### config.mk
export PLATFORM = sky130hd
export DESIGN_NAME = grid_path_min_trailing_zeros
export DESIGN_NICKNAME = d
export VERILOG_FILES = /design/src/hw/rtl/gpmtz_pkg.sv /design/src/hw/rtl/gpmtz_factor.sv /design/src/hw/rtl/grid_path_min_trailing_zeros.sv
export SDC_FILE = /design/constraint.sdc
export NUM_CORES = 2
export LEC_CHECK = 0
export ABC_AREA = 1
export BUFFER_PORTS_ARGS = -buffer_cell sky130_fd_sc_hd__buf_2
export CAP_MARGIN = 20
export CORE_UTILIZATION = 44
export DETAILED_ROUTE_END_ITERATION = 7
export SETUP_SLACK_MARGIN = 0.2
export SYNTH_ARGS = -nofsm -noshare
export SYNTH_HDL_FRONTEND = slang
export SYNTH_HIERARCHICAL = 1
export SYNTH_SLANG_ARGS = --single-unit
### constraint.sdc
create_clock -name i_clk -period 66.9 [get_ports i_clk]
set_input_delay 3.345 -clock i_clk [delete_from_list [all_inputs] [get_ports i_clk]]
set_output_delay 3.345 -clock i_clk [all_outputs]
set_load 0.01 [all_outputs]
### src/hw/rtl/gpmtz_pkg.sv
// Shared constants and types for the grid path trailing-zero block.
package gpmtz_pkg;

    localparam int MAX_N      = 32;
    localparam int VALUE_BITS = 30;
    localparam int CFG_W      = 6;
    localparam int SUM_W      = 11;
    localparam int CNT_W      = $clog2(VALUE_BITS);
    localparam int IDX_W      = $clog2(MAX_N);
    localparam int MV_W       = $clog2(2 * MAX_N - 1);
    localparam int STK_DEPTH  = 2 * MAX_N - 2;
    localparam int STK_AW     = $clog2(STK_DEPTH);
    localparam int CFL_DEPTH  = 1 << (2 * IDX_W);

    localparam logic [SUM_W-1:0] SUM_MAX = {SUM_W{1'b1}};

    // Inverse of 5 modulo 2^VALUE_BITS, and the largest exact quotient.
    localparam logic [31:0] INV5_32 = 32'hCCCC_CCCD;
    localparam logic [VALUE_BITS-1:0] INV5 = INV5_32[VALUE_BITS-1:0];
    localparam logic [VALUE_BITS-1:0] DIV5_LIM =
        VALUE_BITS'(((64'd1 << VALUE_BITS) - 64'd1) / 64'd5);

    typedef struct packed {
        logic             done;
        logic [CNT_W-1:0] twos;
        logic [CNT_W-1:0] fives;
    } t_fac_res;

endpackage

### src/hw/rtl/gpmtz_factor.sv
// Iterative counter of the factors of 2 and 5 in one cell value.
module gpmtz_factor
    import gpmtz_pkg::*;
(
    input  logic                  i_clk,
    input  logic                  i_rst_n,
    input  logic                  i_start,
    input  logic [VALUE_BITS-1:0] i_value,
    output t_fac_res              o_res
);

    typedef enum logic [2:0] {
        F_IDLE  = 3'b001,
        F_TWOS  = 3'b010,
        F_FIVES = 3'b100
    } t_fstate;

    t_fstate                 r_state, n_state;
    logic [VALUE_BITS-1:0]   r_t, n_t;
    logic [CNT_W-1:0]        r_tw, n_tw;
    logic [CNT_W-1:0]        r_fv, n_fv;
    logic                    r_done, n_done;
    logic [VALUE_BITS-1:0]   w_q;

    // exact division by 5 through the modular inverse, low bits only
    assign w_q = r_t * INV5;

    always_comb begin
        n_state = r_state;
        n_t     = r_t;
        n_tw    = r_tw;
        n_fv    = r_fv;
        n_done  = 1'b0;
        case (r_state)
            F_IDLE: begin
                if (i_start) begin
                    if (i_value == '0) begin
                        // zero cell costs one of each
                        n_tw   = CNT_W'(1);
                        n_fv   = CNT_W'(1);
                        n_done = 1'b1;
                    end else begin
                        n_t     = i_value;
                        n_tw    = '0;
                        n_fv    = '0;
                        n_state = F_TWOS;
                    end
                end
            end
            F_TWOS: begin
                if (!r_t[0]) begin
                    n_t  = r_t >> 1;
                    n_tw = r_tw + CNT_W'(1);
                end else begin
                    n_state = F_FIVES;
                end
            end
            F_FIVES: begin
                if (w_q <= DIV5_LIM) begin
                    n_t  = w_q;
                    n_fv = r_fv + CNT_W'(1);
                end else begin
                    n_done  = 1'b1;
                    n_state = F_IDLE;
                end
            end
            default: begin
                n_state = F_IDLE;
            end
        endcase
    end

    always_ff @(posedge i_clk) begin
        if (!i_rst_n) begin
            r_state <= F_IDLE;
            r_done  <= 1'b0;
        end else begin
            r_state <= n_state;
            r_done  <= n_done;
        end
    end

    always_ff @(posedge i_clk) begin
        r_t  <= n_t;
        r_tw <= n_tw;
        r_fv <= n_fv;
    end

    assign o_res.done  = r_done;
    assign o_res.twos  = r_tw;
    assign o_res.fives = r_fv;

endmodule

### src/hw/rtl/grid_path_min_trailing_zeros.sv
// Least-trailing-zero right/down path over an n-by-n grid, top level.
//
// Cells arrive one per transfer in row-major order; grid_size (1..32, 0 acts
// as 1, larger acts as 32) sets n, and writing it restarts the grid being
// received. Each cell goes through an iterative factor unit that shifts out
// one factor of 2 per cycle, then strips one factor of 5 per cycle with a
// multiply by the inverse of 5; the input is not ready until a cell's factor
// counts are done, and a zero cell skips both loops.
// After the last cell the block traces the stored predecessor bits back from
// the bottom-right cell, one memory read and one step per move, and then
// emits one result per move while the output register is free, or a single
// result for a one-cell grid. A zero-cell path (answer 1) skips the trace.
// The input is not ready from the end of a grid until its last result has
// been placed in the output register; that register lets the next grid's
// cells flow while the final result still waits to be taken.
module grid_path_min_trailing_zeros
    import gpmtz_pkg::*;
(
    input  logic                  i_clk,
    input  logic                  i_rst_n,
    input  logic                  i_cfg_we,
    input  logic [CFG_W-1:0]      i_cfg_data,
    input  logic                  i_in_valid,
    output logic                  o_in_ready,
    input  logic [VALUE_BITS-1:0] i_cell_value,
    output logic                  o_out_valid,
    input  logic                  i_out_ready,
    output logic [SUM_W-1:0]      o_zero_count,
    output logic                  o_move,
    output logic                  o_move_valid,
    output logic                  o_last
);

    typedef enum logic [5:0] {
        S_IDLE  = 6'b000001,
        S_FACT  = 6'b000010,
        S_TR_RD = 6'b000100,
        S_TR_ST = 6'b001000,
        S_EM_RD = 6'b010000,
        S_EM_LD = 6'b100000
    } t_state;

    // control
    t_state             r_state, n_state;
    logic [CFG_W-1:0]   r_grid_size, n_grid_size;
    logic [IDX_W-1:0]   r_row, n_row, r_col, n_col;
    logic [SUM_W-1:0]   r_left2, n_left2, r_left5, n_left5;
    logic               r_zero_seen, n_zero_seen;
    logic [IDX_W-1:0]   r_zero_row, n_zero_row;
    logic               r_out_valid, n_out_valid;

    // payload
    logic               r_cell_zero, n_cell_zero;
    logic [SUM_W-1:0]   r_ans, n_ans;
    logic               r_ch, n_ch;
    logic               r_zpath, n_zpath;
    logic [IDX_W-1:0]   r_zrow, n_zrow;
    logic               r_single, n_single;
    logic [MV_W-1:0]    r_nmoves, n_nmoves;
    logic [IDX_W-1:0]   r_tr, n_tr, r_tc, n_tc;
    logic [MV_W-1:0]    r_i, n_i, r_k, n_k;
    logic [SUM_W-1:0]   r_out_zc, n_out_zc;
    logic               r_out_move, n_out_move;
    logic               r_out_mv, n_out_mv;
    logic               r_out_last, n_out_last;

    // memories
    logic [2*SUM_W-1:0] r_row_mem [MAX_N];
    logic [1:0]         r_cfl_mem [CFL_DEPTH];
    logic               r_stk_mem [STK_DEPTH];
    logic [SUM_W-1:0]   r_up2, r_up5;
    logic [1:0]         r_cfl_q;
    logic               r_stk_q;

    logic               w_row_we, w_cfl_we, w_stk_we;
    logic [MV_W-1:0]    w_stk_addr;
    logic               w_stk_data;

    t_fac_res           w_fac;
    logic               w_start;

    logic [CFG_W-1:0]   w_gs_m1;
    logic [IDX_W-1:0]   w_n_m1;
    logic [MV_W-1:0]    w_nmoves_now;
    logic               w_first, w_last_cell;
    logic               w_l2, w_l5;
    logic [SUM_W-1:0]   w_s2, w_s5, w_ans;
    logic               w_zs;
    logic [IDX_W-1:0]   w_zr;
    logic               w_fl;
    logic [MV_W-1:0]    w_i_m1;
    logic               w_zmove, w_k_last, w_out_free;

    function automatic logic [SUM_W-1:0] sat_add(input logic [SUM_W-1:0] a,
                                                 input logic [CNT_W-1:0] b);
        logic [SUM_W:0] s;
        s = {1'b0, a} + (SUM_W+1)'(b);
        return s[SUM_W] ? SUM_MAX : s[SUM_W-1:0];
    endfunction

    assign w_start    = i_in_valid && (r_state == S_IDLE);
    assign o_in_ready = (r_state == S_IDLE);

    gpmtz_factor u_factor (
        .i_clk   (i_clk),
        .i_rst_n (i_rst_n),
        .i_start (w_start),
        .i_value (i_cell_value),
        .o_res   (w_fac)
    );

    // effective side length minus one
    assign w_gs_m1 = r_grid_size - CFG_W'(1);
    always_comb begin
        if (r_grid_size == '0) begin
            w_n_m1 = '0;
        end else if (r_grid_size > CFG_W'(MAX_N)) begin
            w_n_m1 = IDX_W'(MAX_N - 1);
        end else begin
            w_n_m1 = w_gs_m1[IDX_W-1:0];
        end
    end
    assign w_nmoves_now = MV_W'({w_n_m1, 1'b0});

    // one DP cell, both channels; ties go to the left neighbor
    assign w_first     = (r_row == '0) && (r_col == '0);
    assign w_last_cell = (r_row == w_n_m1) && (r_col == w_n_m1);
    assign w_l2 = !w_first && ((r_row == '0) || ((r_col != '0) && (r_left2 <= r_up2)));
    assign w_l5 = !w_first && ((r_row == '0) || ((r_col != '0) && (r_left5 <= r_up5)));
    assign w_s2 = w_first ? SUM_W'(w_fac.twos)
                : (w_l2 ? sat_add(r_left2, w_fac.twos) : sat_add(r_up2, w_fac.twos));
    assign w_s5 = w_first ? SUM_W'(w_fac.fives)
                : (w_l5 ? sat_add(r_left5, w_fac.fives) : sat_add(r_up5, w_fac.fives));
    assign w_ans = (w_s2 <= w_s5) ? w_s2 : w_s5;
    assign w_zs  = r_zero_seen || r_cell_zero;
    assign w_zr  = r_cell_zero ? r_row : r_zero_row;

    // trace step: forced left on the top row, forced up on the left column
    always_comb begin
        if (r_tr == '0) begin
            w_fl = 1'b1;
        end else if (r_tc == '0) begin
            w_fl = 1'b0;
        end else begin
            w_fl = r_cfl_q[r_ch];
        end
    end
    assign w_i_m1 = r_i - MV_W'(1);

    // zero path: down to the zero row, right across, then down
    always_comb begin
        if (r_k < MV_W'(r_zrow)) begin
            w_zmove = 1'b1;
        end else if (r_k < (MV_W'(r_zrow) + MV_W'(w_n_m1))) begin
            w_zmove = 1'b0;
        end else begin
            w_zmove = 1'b1;
        end
    end
    assign w_k_last   = r_single || ((r_k + MV_W'(1)) == r_nmoves);
    assign w_out_free = !r_out_valid || i_out_ready;

    assign w_row_we   = (r_state == S_FACT) && w_fac.done;
    assign w_cfl_we   = w_row_we;
    assign w_stk_we   = (r_state == S_TR_ST);
    assign w_stk_addr = w_i_m1;
    assign w_stk_data = !w_fl;

    always_comb begin
        n_state     = r_state;
        n_grid_size = r_grid_size;
        n_row       = r_row;
        n_col       = r_col;
        n_left2     = r_left2;
        n_left5     = r_left5;
        n_zero_seen = r_zero_seen;
        n_zero_row  = r_zero_row;
        n_out_valid = r_out_valid && !i_out_ready;
        n_cell_zero = r_cell_zero;
        n_ans       = r_ans;
        n_ch        = r_ch;
        n_zpath     = r_zpath;
        n_zrow      = r_zrow;
        n_single    = r_single;
        n_nmoves    = r_nmoves;
        n_tr        = r_tr;
        n_tc        = r_tc;
        n_i         = r_i;
        n_k         = r_k;
        n_out_zc    = r_out_zc;
        n_out_move  = r_out_move;
        n_out_mv    = r_out_mv;
        n_out_last  = r_out_last;

        case (r_state)
            S_IDLE: begin
                if (i_in_valid) begin
                    n_cell_zero = (i_cell_value == '0);
                    n_state     = S_FACT;
                end
            end
            S_FACT: begin
                if (w_fac.done) begin
                    if (w_last_cell) begin
                        n_row       = '0;
                        n_col       = '0;
                        n_left2     = '0;
                        n_left5     = '0;
                        n_zero_seen = 1'b0;
                        n_zero_row  = '0;
                        n_ch        = (w_s2 > w_s5);
                        n_single    = (w_n_m1 == '0);
                        n_zpath     = (w_n_m1 != '0) && w_zs && (w_ans > SUM_W'(1));
                        n_zrow      = w_zr;
                        n_ans       = n_zpath ? SUM_W'(1) : w_ans;
                        n_nmoves    = w_nmoves_now;
                        n_tr        = w_n_m1;
                        n_tc        = w_n_m1;
                        n_i         = w_nmoves_now;
                        n_k         = '0;
                        n_state     = (n_single || n_zpath) ? S_EM_RD : S_TR_RD;
                    end else begin
                        n_left2     = w_s2;
                        n_left5     = w_s5;
                        n_zero_seen = w_zs;
                        n_zero_row  = w_zr;
                        if (r_col == w_n_m1) begin
                            n_col = '0;
                            n_row = r_row + IDX_W'(1);
                        end else begin
                            n_col = r_col + IDX_W'(1);
                        end
                        n_state = S_IDLE;
                    end
                end
            end
            S_TR_RD: begin
                n_state = S_TR_ST;
            end
            S_TR_ST: begin
                n_i = w_i_m1;
                if (w_fl) begin
                    n_tc = r_tc - IDX_W'(1);
                end else begin
                    n_tr = r_tr - IDX_W'(1);
                end
                n_state = (w_i_m1 == '0) ? S_EM_RD : S_TR_RD;
            end
            S_EM_RD: begin
                n_state = S_EM_LD;
            end
            S_EM_LD: begin
                if (w_out_free) begin
                    n_out_valid = 1'b1;
                    n_out_zc    = r_ans;
                    n_out_mv    = !r_single;
                    n_out_last  = w_k_last;
                    if (r_single) begin
                        n_out_move = 1'b0;
                    end else if (r_zpath) begin
                        n_out_move = w_zmove;
                    end else begin
                        n_out_move = r_stk_q;
                    end
                    n_k     = r_k + MV_W'(1);
                    n_state = w_k_last ? S_IDLE : S_EM_RD;
                end
            end
            default: begin
                n_state = S_IDLE;
            end
        endcase

        // register write restarts the grid being received
        if (i_cfg_we) begin
            n_grid_size = i_cfg_data;
            n_row       = '0;
            n_col       = '0;
            n_left2     = '0;
            n_left5     = '0;
            n_zero_seen = 1'b0;
            n_zero_row  = '0;
        end
    end

    always_ff @(posedge i_clk) begin
        if (!i_rst_n) begin
            r_state     <= S_IDLE;
            r_grid_size <= CFG_W'(MAX_N);
            r_row       <= '0;
            r_col       <= '0;
            r_left2     <= '0;
            r_left5     <= '0;
            r_zero_seen <= 1'b0;
            r_zero_row  <= '0;
            r_out_valid <= 1'b0;
        end else begin
            r_state     <= n_state;
            r_grid_size <= n_grid_size;
            r_row       <= n_row;
            r_col       <= n_col;
            r_left2     <= n_left2;
            r_left5     <= n_left5;
            r_zero_seen <= n_zero_seen;
            r_zero_row  <= n_zero_row;
            r_out_valid <= n_out_valid;
        end
    end

    always_ff @(posedge i_clk) begin
        r_cell_zero <= n_cell_zero;
        r_ans       <= n_ans;
        r_ch        <= n_ch;
        r_zpath     <= n_zpath;
        r_zrow      <= n_zrow;
        r_single    <= n_single;
        r_nmoves    <= n_nmoves;
        r_tr        <= n_tr;
        r_tc        <= n_tc;
        r_i         <= n_i;
        r_k         <= n_k;
        r_out_zc    <= n_out_zc;
        r_out_move  <= n_out_move;
        r_out_mv    <= n_out_mv;
        r_out_last  <= n_out_last;
    end

    // row above: read on the cell transfer, written after the DP step
    always_ff @(posedge i_clk) begin
        if (w_row_we) begin
            r_row_mem[r_col] <= {w_s2, w_s5};
        end
        if (w_start) begin
            {r_up2, r_up5} <= r_row_mem[r_col];
        end
    end

    // predecessor bits: bit 0 twos, bit 1 fives
    always_ff @(posedge i_clk) begin
        if (w_cfl_we) begin
            r_cfl_mem[{r_row, r_col}] <= {w_l5, w_l2};
        end
        r_cfl_q <= r_cfl_mem[{r_tr, r_tc}];
    end

    // traced moves, filled from the end, read front to back
    always_ff @(posedge i_clk) begin
        if (w_stk_we) begin
            r_stk_mem[w_stk_addr[STK_AW-1:0]] <= w_stk_data;
        end
        r_stk_q <= r_stk_mem[r_k[STK_AW-1:0]];
    end

    assign o_out_valid  = r_out_valid;
    assign o_zero_count = r_out_zc;
    assign o_move       = r_out_move;
    assign o_move_valid = r_out_mv;
    assign o_last       = r_out_last;

endmodule

==> out/results.ini <==
[clock_network]
clkLatencyLatePin_ns = 0.95
cts_root_buf = clkbuf_16
clock_path_buffers = 4
cts_tree = built
cts-buffers-inserted = 321
clock_sinks = 2995
clk_pin_slew_ns = 0.06
cts_resized = 0
cts_setup_buffers = 0
hold_buffers = 0
htreeDepth = 5

[die]
die_area_um2 = 307000
placeableCoreArea_um2 = 303000
std_cell_rows = 202
die_width_um = 554
start_util = 0.442
die_h_um = 554
ioPinCount = 57

[setup_path]
start_kind = flip-flop
slowest_delay_ns = 0.61
r2r-end = u_factor/r_t[14]$_DFFE_PP_
reg2regPathDepth = 29
worstSetupPathType = flip-flop to flip-flop
crit_path_max_fanout = 29
critPathCaptureType = flip-flop
r2r_slack_ns = 59.34
setup.worst_path.start = u_factor/r_t[6]$_DFFE_PP_
reg2reg_from = u_factor/r_t[6]$_DFFE_PP_
critPathRequiredTime_ns = 67.41
cp-endpoint = u_factor/r_t[14]$_DFFE_PP_
crit_path_top_delay_cell = edfxtp_1
worstPathArrival_ns = 8.08

[sta]
tightest_slew_ns = 1.20
fin_skew_ns = 0.0979
setup_tns_ns = 0
finalCriticalPeriod_ns = 7.56
fin_crit_sh = 0.113
maxSlewViolCount = 0
rsz0062_at_grt = no
hold_viol = 0
slew_headroom = 0.202
max_clock_freq_mhz = 132
finalSetupViolCount = 0

[yosys]
ys_types = 61
ys_async_sr_fraction = 0
yosysWarningCount = 6
synth_edf_count = 2937
seq_area_frac_synth = 0.667
synthesis.nets = 12253
synth_area_leader_cell = edfxtp_1
netlist_area_um2 = 134000
synthCells = 11809
ys_ff_latch = 2995
netlist_top_cells_count = edfxtp_1 (2,937), nor2_1 (2,766), o21ai_0 (1,484)
ys_top_cells_by_area = edfxtp_1 (66%), nor2_1 (7.7%), o21ai_0 (5.5%)
syn_area_per_cell_um2 = 11.3
synth_most_common_cell = edfxtp_1
yosysTopAreaCellShare = 0.658
synth_top_flop_cell = edfxtp_1

[routing]
drtIter0Drc = 10826
detail_route.first_pass.iterations = 6
vias_per_cell = 5.89
ant_nets = 0
wl_mm = 402
drc = 0
dr_total_vias = 93312
wire_per_inst_um = 25.4

[placed_design]
dp.cells = 15258
gp_congestion = 0.869
io_buffers = 56
dpl.hpwl_mm = 226

[global_routing]
grt_util_all_layers = 0.256
antenna_found_initial = 4
grt_pass1_vias = 90820
grt_overflow = 0
grt_pass1_wl_mm = 589
grt_max_degree = 238

[cells_and_area]
syn_to_final_growth_pct = 11.0
drive_above_1_share = 0.0738
fillers = 26748
fin_nets = 12053
stdcell_count = 15854

[run]
drv_cap = 0

[min_path]
min_path_type = flip-flop to flip-flop

[outcome]
status = finished, final reports clean

## state kept, by name, summed over array words and instances, names as in the netlist, 30 cells and up
name,count
u_factor/r_t,30
r_row_mem,704
r_cfl_mem,2048
r_stk_mem,62
## per-layer routing
| layer | share of wire | GRT usage |
|---|---|---|
| met1 | 0.41 | 0.346 |
| met2 | 0.47 | 0.421 |
| met3 | 0.076 | 0.0319 |
| met4 | 0.042 | 0.101 |
| met5 | 0 | 0 |
## area by class of cell
class                           count  area, µm²  share of cell area
Antenna cell                        5       12.5           0.0000841
Sequential cell                  2995      89400               0.601
Inverter                          671       2570              0.0173
Clock buffer                      406       8440              0.0567
Timing Repair Buffer              280       2700              0.0181
Clock inverter                    179       1570              0.0105
Tap cell                         3978       4980              0.0335
Multi-Input combinational cell   7340      39100               0.263
## worst min path at each step
stage	from	to	slack, ns	cells after the start
finish	r_zero_row[0]$_SDFFE_PP0P_	r_zero_row[0]$_SDFFE_PP0P_	0.47	2
global route	r_ans[6]$_SDFFCE_PP0P_	o_zero_count[6]$_DFFE_PP_	0.48	0
global placement	r_zero_row[2]$_SDFFE_PP0P_	r_zero_row[2]$_SDFFE_PP0P_	0.45	2
CTS	r_zero_row[0]$_SDFFE_PP0P_	r_zero_row[0]$_SDFFE_PP0P_	0.47	2
floorplan	r_ans[0]$_SDFFCE_PP1P_	o_zero_count[0]$_DFFE_PP_	0.40	0
detailed placement	r_zero_row[0]$_SDFFE_PP0P_	r_zero_row[0]$_SDFFE_PP0P_	0.46	2
## worst max-delay path, delay by kind of cell, from the launching register on
family | cells | cell delay, ns
AO/OA/AOI/OAI | 4 | 0.92
XOR/XNOR | 1 | 0.19
adder cells (fa/ha/maj) | 8 | 3.63
buffers and inverters | 4 | 0.62
flip-flops | 1 | 0.61
AND/OR/NAND/NOR | 12 | 1.22
## cell usage in the layout, fill, tap and decap left out, types with 55 or more instances in the layout
master / instances
inv_1: 614
ha_1: 254
o211ai_1: 67
nor2_1: 2725
buf_4: 178
o21ai_0: 1483
buf_2: 56
clkinv_2: 64
edfxtp_1: 2937
nand3_1: 376
nand4_1: 57
dfxtp_1: 56
clkbuf_16: 324
nand2_1: 957
xor2_1: 55
o221ai_1: 208
a21oi_1: 191
clkinv_1: 76
fa_1: 149
clkbuf_1: 80
o22ai_1: 504
## metrics by stage
step	instance area (µm²)	setup slack, ns	utilization	hold slack, ns
6_report	149000	59.34	0.491	0.468
3_3_place_gp	138000	59.28	0.456	0.453
4_1_cts	149000	59.30	0.491	0.468
2_1_floorplan	134000	45.01	-	0.400
3_5_place_dp	139000	59.37	0.458	0.459
5_1_grt	149000	58.91	0.491	0.482
## cell families after synthesis
logic type / count (synthesis) / synth area share
AO/OA/AOI/OAI: 2605 / 0.113
XOR/XNOR: 81 / 0.00530
adder cells (fa/ha/maj): 403 / 0.0460
buffers and inverters: 1474 / 0.0424
flip-flops: 2995 / 0.667
multiplexers: 1 / 0.0000841
AND/OR/NAND/NOR: 4250 / 0.126
Power is not shown: default switching activity piles up to over one toggle a cycle in this logic, so the estimate is an artifact.
